### src/rtl/core/signed_binary_to_decimal_ascii_macros.svh
// assertion macros for the signed binary to decimal ascii converter
`ifndef SIGNED_BINARY_TO_DECIMAL_ASCII_MACROS_SVH
`define SIGNED_BINARY_TO_DECIMAL_ASCII_MACROS_SVH

// checked only while out of reset
`define SB2DA_ASSERT(lbl, prop, msg) \
  lbl: assert property (@(posedge clk_i) disable iff (!rst_ni) prop) else $error(msg);

// checked at every edge, reset included
`define SB2DA_ASSERT_ALWAYS(lbl, prop, msg) \
  lbl: assert property (@(posedge clk_i) prop) else $error(msg);

`endif

### src/rtl/core/sb2da_pkg.sv
// constants, types and helpers of the signed binary to decimal ascii converter
package sb2da_pkg;

  localparam int unsigned InWidth    = 32;
  localparam int unsigned CharWidth  = 7;
  localparam int unsigned ValueWidth = 32;

  function automatic int unsigned decimal_digits(input int unsigned width);
    logic [63:0] m;
    int unsigned n;
    m = 64'd1 << (width - 1);
    n = 0;
    for (int i = 0; i < 20; i++) begin
      if (m != 64'd0) begin
        m = m / 64'd10;
        n = n + 1;
      end
    end
    return n;
  endfunction

  localparam int unsigned NumDigits = decimal_digits(ValueWidth);
  localparam int unsigned BcdWidth  = 4 * NumDigits;
  localparam int unsigned StepCntW  = $clog2(ValueWidth + 1);
  localparam int unsigned DigCntW   = $clog2(NumDigits + 1);

  localparam logic [CharWidth-1:0] CharZero  = 7'h30;
  localparam logic [CharWidth-1:0] CharMinus = 7'h2D;

  typedef enum logic [4:0] {
    StIdle = 5'b00001,
    StConv = 5'b00010,
    StSkip = 5'b00100,
    StSign = 5'b01000,
    StDigs = 5'b10000
  } state_e;

  // add 3 to every bcd digit of five or more
  function automatic logic [BcdWidth-1:0] bcd_adjust(input logic [BcdWidth-1:0] bcd);
    logic [BcdWidth-1:0] res;
    res = bcd;
    for (int d = 0; d < NumDigits; d++) begin
      if (bcd[4*d +: 4] >= 4'd5) begin
        res[4*d +: 4] = bcd[4*d +: 4] + 4'd3;
      end
    end
    return res;
  endfunction

endpackage

### src/rtl/core/sb2da_if.sv
// channel interfaces of the signed binary to decimal ascii converter
interface sb2da_in_if import sb2da_pkg::*; ();
  logic                       valid;
  logic                       ready;
  logic signed [InWidth-1:0]  value;

  modport source (output valid, output value, input ready);
  modport sink   (input valid, input value, output ready);
endinterface

interface sb2da_out_if import sb2da_pkg::*; ();
  logic                  valid;
  logic                  ready;
  logic [CharWidth-1:0]  character;
  logic                  last;

  modport source (output valid, output character, output last, input ready);
  modport sink   (input valid, input character, input last, output ready);
endinterface

### src/rtl/core/signed_binary_to_decimal_ascii.sv
// signed binary to decimal ascii converter, top level
//
// in_i takes one signed number per transaction; out_o returns its decimal
// text one character per transaction, '-' first for a negative number, no
// leading zeros, a single '0' for zero, last set on the final character.
// The number is turned into bcd by a shift-and-add-3 unit that handles one
// bit per cycle. Leading zero digits are then dropped at one digit per
// cycle, after which one character is loaded per cycle into the output
// register while out_o does not stall. in_i is ready only once the
// previous item's last character sits in the output register.
// A stall on out_o holds the output register and the sequencer; nothing is
// lost or repeated. Reset empties the output register and returns the
// sequencer to idle with in_i ready.
`include "signed_binary_to_decimal_ascii_macros.svh"

module signed_binary_to_decimal_ascii import sb2da_pkg::*; (
  input  logic          clk_i,
  input  logic          rst_ni,
  sb2da_in_if.sink      in_i,
  sb2da_out_if.source   out_o
);

  state_e                  state_q, state_d;
  logic [ValueWidth-1:0]   mag_q, mag_d;
  logic [BcdWidth-1:0]     bcd_q, bcd_d;
  logic                    neg_q, neg_d;
  logic [StepCntW-1:0]     step_q, step_d;
  logic [DigCntW-1:0]      dig_q, dig_d;
  logic                    out_valid_q, out_valid_d;
  logic [CharWidth-1:0]    char_q, char_d;
  logic                    last_q, last_d;

  logic [ValueWidth-1:0]   raw;
  logic [BcdWidth-1:0]     bcd_adj;
  logic [3:0]              top_digit;
  logic                    slot_free;
  logic                    load;

  assign raw       = ValueWidth'(in_i.value);
  assign bcd_adj   = bcd_adjust(bcd_q);
  assign top_digit = bcd_q[BcdWidth-1 -: 4];
  assign slot_free = !out_valid_q || out_o.ready;

  assign in_i.ready      = (state_q == StIdle);
  assign out_o.valid     = out_valid_q;
  assign out_o.character = char_q;
  assign out_o.last      = last_q;

  always_comb begin
    state_d = state_q;
    mag_d   = mag_q;
    bcd_d   = bcd_q;
    neg_d   = neg_q;
    step_d  = step_q;
    dig_d   = dig_q;
    char_d  = char_q;
    last_d  = last_q;
    load    = 1'b0;
    unique case (state_q)
      StIdle: begin
        if (in_i.valid) begin
          neg_d   = raw[ValueWidth-1];
          mag_d   = raw[ValueWidth-1] ? (~raw + ValueWidth'(1)) : raw;
          bcd_d   = '0;
          step_d  = StepCntW'(ValueWidth);
          state_d = StConv;
        end
      end
      StConv: begin
        bcd_d  = {bcd_adj[BcdWidth-2:0], mag_q[ValueWidth-1]};
        mag_d  = {mag_q[ValueWidth-2:0], 1'b0};
        step_d = step_q - StepCntW'(1);
        if (step_q == StepCntW'(1)) begin
          dig_d   = DigCntW'(NumDigits);
          state_d = StSkip;
        end
      end
      StSkip: begin
        if (top_digit == 4'd0 && dig_q != DigCntW'(1)) begin
          bcd_d = {bcd_q[BcdWidth-5:0], 4'd0};
          dig_d = dig_q - DigCntW'(1);
        end else if (neg_q) begin
          state_d = StSign;
        end else begin
          state_d = StDigs;
        end
      end
      StSign: begin
        if (slot_free) begin
          load    = 1'b1;
          char_d  = CharMinus;
          last_d  = 1'b0;
          state_d = StDigs;
        end
      end
      StDigs: begin
        if (slot_free) begin
          load   = 1'b1;
          char_d = CharZero + {3'b000, top_digit};
          last_d = (dig_q == DigCntW'(1));
          bcd_d  = {bcd_q[BcdWidth-5:0], 4'd0};
          dig_d  = dig_q - DigCntW'(1);
          if (dig_q == DigCntW'(1)) begin
            state_d = StIdle;
          end
        end
      end
      default: state_d = StIdle;
    endcase
    out_valid_d = load ? 1'b1 : (out_valid_q && !out_o.ready);
  end

  always_ff @(posedge clk_i or negedge rst_ni) begin
    if (!rst_ni) begin
      state_q     <= StIdle;
      out_valid_q <= 1'b0;
      step_q      <= '0;
      dig_q       <= '0;
    end else begin
      state_q     <= state_d;
      out_valid_q <= out_valid_d;
      step_q      <= step_d;
      dig_q       <= dig_d;
    end
  end

  always_ff @(posedge clk_i) begin
    mag_q  <= mag_d;
    bcd_q  <= bcd_d;
    neg_q  <= neg_d;
    char_q <= char_d;
    last_q <= last_d;
  end

  `SB2DA_ASSERT(a_accept_starts_conv,
      (in_i.valid && in_i.ready) |=> (state_q == StConv),
      "accepted transaction did not start conversion")
  `SB2DA_ASSERT(a_sign_only_negative,
      (state_q == StSign) |-> neg_q,
      "minus sign for a non-negative value")
  `SB2DA_ASSERT(a_digit_count_live,
      (state_q == StDigs || state_q == StSkip) |-> (dig_q != '0),
      "digit count ran out while emitting")
  `SB2DA_ASSERT_ALWAYS(a_reset_empty,
      !rst_ni |=> !out_valid_q,
      "output register not empty in reset")

endmodule
### src/flat_wrapper.sv
// flat-port wrapper written by rule: the top's interface ports become plain ports
module signed_binary_to_decimal_ascii_flat import sb2da_pkg::*;
  (clk_i, rst_ni, in_i_valid, in_i_value, in_i_ready, out_o_valid, out_o_character, out_o_last, out_o_ready);
  sb2da_in_if in_i_i ();
  sb2da_out_if out_o_i ();
  input  logic clk_i;
  input  logic rst_ni;
  input wire logic [$bits(in_i_i.valid)-1:0] in_i_valid;
  input wire logic [$bits(in_i_i.value)-1:0] in_i_value;
  output wire logic [$bits(in_i_i.ready)-1:0] in_i_ready;
  output wire logic [$bits(out_o_i.valid)-1:0] out_o_valid;
  output wire logic [$bits(out_o_i.character)-1:0] out_o_character;
  output wire logic [$bits(out_o_i.last)-1:0] out_o_last;
  input wire logic [$bits(out_o_i.ready)-1:0] out_o_ready;
  assign in_i_i.valid = in_i_valid;
  assign in_i_i.value = in_i_value;
  assign in_i_ready = in_i_i.ready;
  assign out_o_valid = out_o_i.valid;
  assign out_o_character = out_o_i.character;
  assign out_o_last = out_o_i.last;
  assign out_o_i.ready = out_o_ready;
  signed_binary_to_decimal_ascii u_core (.clk_i(clk_i), .rst_ni(rst_ni), .in_i(in_i_i), .out_o(out_o_i));
endmodule
### config.mk
export PLATFORM = sky130hd
export DESIGN_NAME = signed_binary_to_decimal_ascii_flat
export DESIGN_NICKNAME = d
export VERILOG_FILES = /design/src/rtl/core/sb2da_pkg.sv /design/src/rtl/core/sb2da_if.sv /design/src/rtl/core/signed_binary_to_decimal_ascii.sv /design/src/flat_wrapper.sv
export VERILOG_INCLUDE_DIRS = /design/src /design/src/rtl/core
export SDC_FILE = /design/constraint.sdc
export NUM_CORES = 1
export LEC_CHECK = 0
export ABC_AREA = 1
export BUFFER_PORTS_ARGS = -buffer_cell sky130_fd_sc_hd__buf_2
export CAP_MARGIN = 20
export CELL_PAD_IN_SITES_DETAIL_PLACEMENT = 0
export CELL_PAD_IN_SITES_GLOBAL_PLACEMENT = 1
export CORE_MARGIN = 3
export CORE_UTILIZATION = 42
export CTS_CLUSTER_DIAMETER = 60
export DETAILED_ROUTE_END_ITERATION = 10
export MAX_ROUTING_LAYER = met4
export PLACE_DENSITY = 0.78
export SLEW_MARGIN = 40
export SYNTH_ARGS = -nofsm -noshare
export SYNTH_HDL_FRONTEND = slang
export SYNTH_SLANG_ARGS = --single-unit
### constraint.sdc
create_clock -name clk_i -period 2.8 [get_ports clk_i]
set_input_delay 0.42 -clock clk_i [delete_from_list [all_inputs] [get_ports clk_i]]
set_output_delay 0.42 -clock clk_i [all_outputs]
set_load 0.02 [all_outputs]
==> flow_metrics.tcl <==
set metrics [dict create \
    run_status "finished, final reports clean" \
    reg2reg_to "u_core.bcd_q[25]" \
    numCtsBuffers 9 \
    worstSetupStartpoint "u_core.state_q[2]" \
    initial_utilization 0.4345 \
    place.port_buffers 43 \
    p_leak_nw 3.007 \
    rr_worst_depth 7 \
    reg2reg_from "u_core.state_q[2]" \
    clock-sinks 95 \
    wire_per_inst_um 13.83 \
    ys_seq_area_frac 0.4547 \
    gp_congestion 0.8153 \
    slew_headroom 0.4633 \
    synth_cells 740 \
    first_iter_violations 346 \
    period_share 0.7681 \
    crit_fanout 16 \
    grt_pass1_wl_um 22740 \
    synth_area_leaders "edfxtp_1 39%, nand2_1 10%, dfrtp_1 6.2%, o21ai_0 5.9%, inv_1 5.9%" \
    drive_above_1_share 0.1252 \
    ys_ff_latch 95 \
    synthSimpleGateAreaFrac 0.2395 \
    hold_slack_ns 0.3008 \
    vias 4994 \
    mostFrequentLayoutCells "167 x nand2_1, 96 x inv_1, 85 x nor2_1" \
    max_freq_mhz 465.0 \
    min_period_ns 2.151 \
    tightest_slew_ns 0.8051 \
    cp-start-kind "flop" \
    synth_compound_area_frac 0.1409 \
    grt_overflow 0 \
    avgSynthCellArea_um2 8.244 \
    core_um2 14040 \
    h-tree-depth 3 \
    final_area_um2 6749 \
    dr.pass1.iters 5 \
    ir_drop_v 0.0003866 \
    die_y_um 126.5 \
    dp_hpwl_um 9384 \
    cp.arrival_ns 2.21 \
    antenna_found_initial 0 \
    cts.clk_slew.worst_paths_ns 0.07 \
    dpl-instance-area_um2 6469 \
    yosysWarnings 0 \
    final_common_cell "nand2_1" \
    clk_path_buf_depth 2 \
    post_cts_resized 0 \
    drv_cap 0 \
    rsz0062_at_grt "no" \
    grt.total_usage 0.1773 \
    rows 43 \
    synth_area_leader_cell "edfxtp_1" \
    final_max_slew_viol_count 0 \
    min_path_type "in -> reg" \
    placed_cells 946 \
    cts_root_buf "clkbuf_16" \
    totalWireLength_um 13320 \
    antenna_left 0 \
    die_width_um 126.5 \
    area_delta_synth_final_pct 10.62 \
    fin_tns_setup_ns 0 \
    path_class "reg -> reg" \
    grt_max_degree 67 \
    synth_nets 802 \
    layout.cells.non_filler 963 \
    antennaDiodeCount 0 \
    cts_tree "yes" \
    p_per_area_nw_per_um2 1033 \
    yosys.area_share.adder 0.05332 \
    nets 840 \
    required_ns 2.86 \
    rrSetupSlack_ns 0.65 \
    end_kind "flop" \
    synth_xor_area_frac 0.02297 \
    setup_viol 0 \
    synth_top_area_share 0.3888 \
    synthMuxAreaShare 0 \
    synth_cell_type_count 39 \
    skew_ns 0.007271 \
    critPathCapture "u_core.bcd_q[25]" \
    post_drt_via_cell_ratio 5.186 \
    pin_count 46 \
    insertion_delay_ns 0.35 \
    drc 0 \
    hold_violations 0 \
    die_area_um2 16010 \
    first_global_vias 4822 \
    synth_top_family_by_area "simple AND/OR/NAND/NOR gates" \
    synthesis.area_um2 6101 \
]
## where the power goes
part	internal, mW	switching [mW]	total, mW
clock	0.603	0.550	1.15
combinational	0.960	1.99	2.95
sequential	2.49	0.378	2.87
total	4.05	2.92	6.97
## cell type report
cell class / count / area, µm²
flip-flops and latches: 95 / 2774
well taps: 180 / 225.2
clock inverters: 7 / 45.04
fillers: 1351 / 7293
repair buffers: 50 / 297.8
inverters: 99 / 371.6
clock buffers: 9 / 225.2
multi-input cells: 523 / 2810
## through the flow
step	setup slack [ns]	util	total power [mW]
4_1_cts	0.6185	0.4806	7.038
3_3_place_gp	0.4676	0.4576	5.611
2_1_floorplan	0.2578	-	5.011
6_report	0.6494	0.4806	6.969
5_1_grt	0.4174	0.4806	7.594
3_5_place_dp	0.6290	0.4607	5.850
## worst max-delay path, stage by stage, from the launching register on
cell and delay (ns):
dfrtp_1 0.39, nor2_2 0.22, nand2_1 0.12, nor3_4 0.22, o31ai_1 0.14, nor2_4 0.36
buf_8 0.23, buf_16 0.17
## synthesized netlist by cell type, drive strengths merged
| cell type | count |
|---|---|
| a21o | 1 |
| a21oi | 29 |
| a31oi | 3 |
| and3 | 2 |
| buf | 20 |
| clkbuf | 3 |
| conb | 2 |
| dfrtp | 15 |
| dfstp | 1 |
| edfxtp | 79 |
| ha | 26 |
| inv | 99 |
| nand2 | 171 |
| nand3 | 57 |
| nand3b | 3 |
| nand4 | 9 |
| nor2 | 92 |
| nor3 | 8 |
| o211ai | 3 |
| o21ai | 78 |
| o21bai | 2 |
| o22ai | 5 |
| o31ai | 3 |
| o32ai | 13 |
| xnor2 | 2 |
| xor2 | 14 |
## state kept, by name, summed over array words and instances, names as in the netlist
register and flops:
u_core.bcd_q 40, u_core.mag_q 32, u_core.out_o.last 1, u_core.out_o.valid 1, u_core.dig_q 4, u_core.neg_q 1
u_core.step_q 6, u_core.out_o.character 5, u_core.state_q 5
## logic make-up after synthesis
group,count (synthesis)
other,2
and+or+nand+nor,342
AOI/OAI and AO/OA,137
adders and majority gates,26
buffers and inverters,122
xor gates and xnor gates,16
DFF,95
## how the worst min path moves through the flow
stage | to | cells past startpoint | startpoint | slack, ns
after global placement | u_core.out_o.valid | 1 | rst_ni | 0.36
after CTS | u_core.out_o.valid | 2 | out_o_ready | 0.29
after floorplan | u_core.dig_q[0] | 0 | rst_ni | 0.12
after detailed placement | u_core.dig_q[3] | 1 | rst_ni | 0.37
after global routing | u_core.out_o.valid | 2 | out_o_ready | 0.30
final | u_core.out_o.valid | 2 | out_o_ready | 0.30
## metal layers
| layer | GRT usage | up-vias | share of wire |
|---|---|---|---|
| li1 | - | 2550 | - |
| met1 | 0.2279 | 2351 | 0.48 |
| met2 | 0.2842 | 79 | 0.48 |
| met3 | 0.04421 | 14 | 0.037 |
| met4 | 0.04227 | 0 | 0.012 |
| met5 | - | - | 0 |
## what timing repair did
action / 4_1_cts / 5_1_grt
hold buffers: 1 / 0
endpoints found under the hold margin: 13 / 0
setup buffers: 0 / 0
Power figures use the tool's default switching activity.
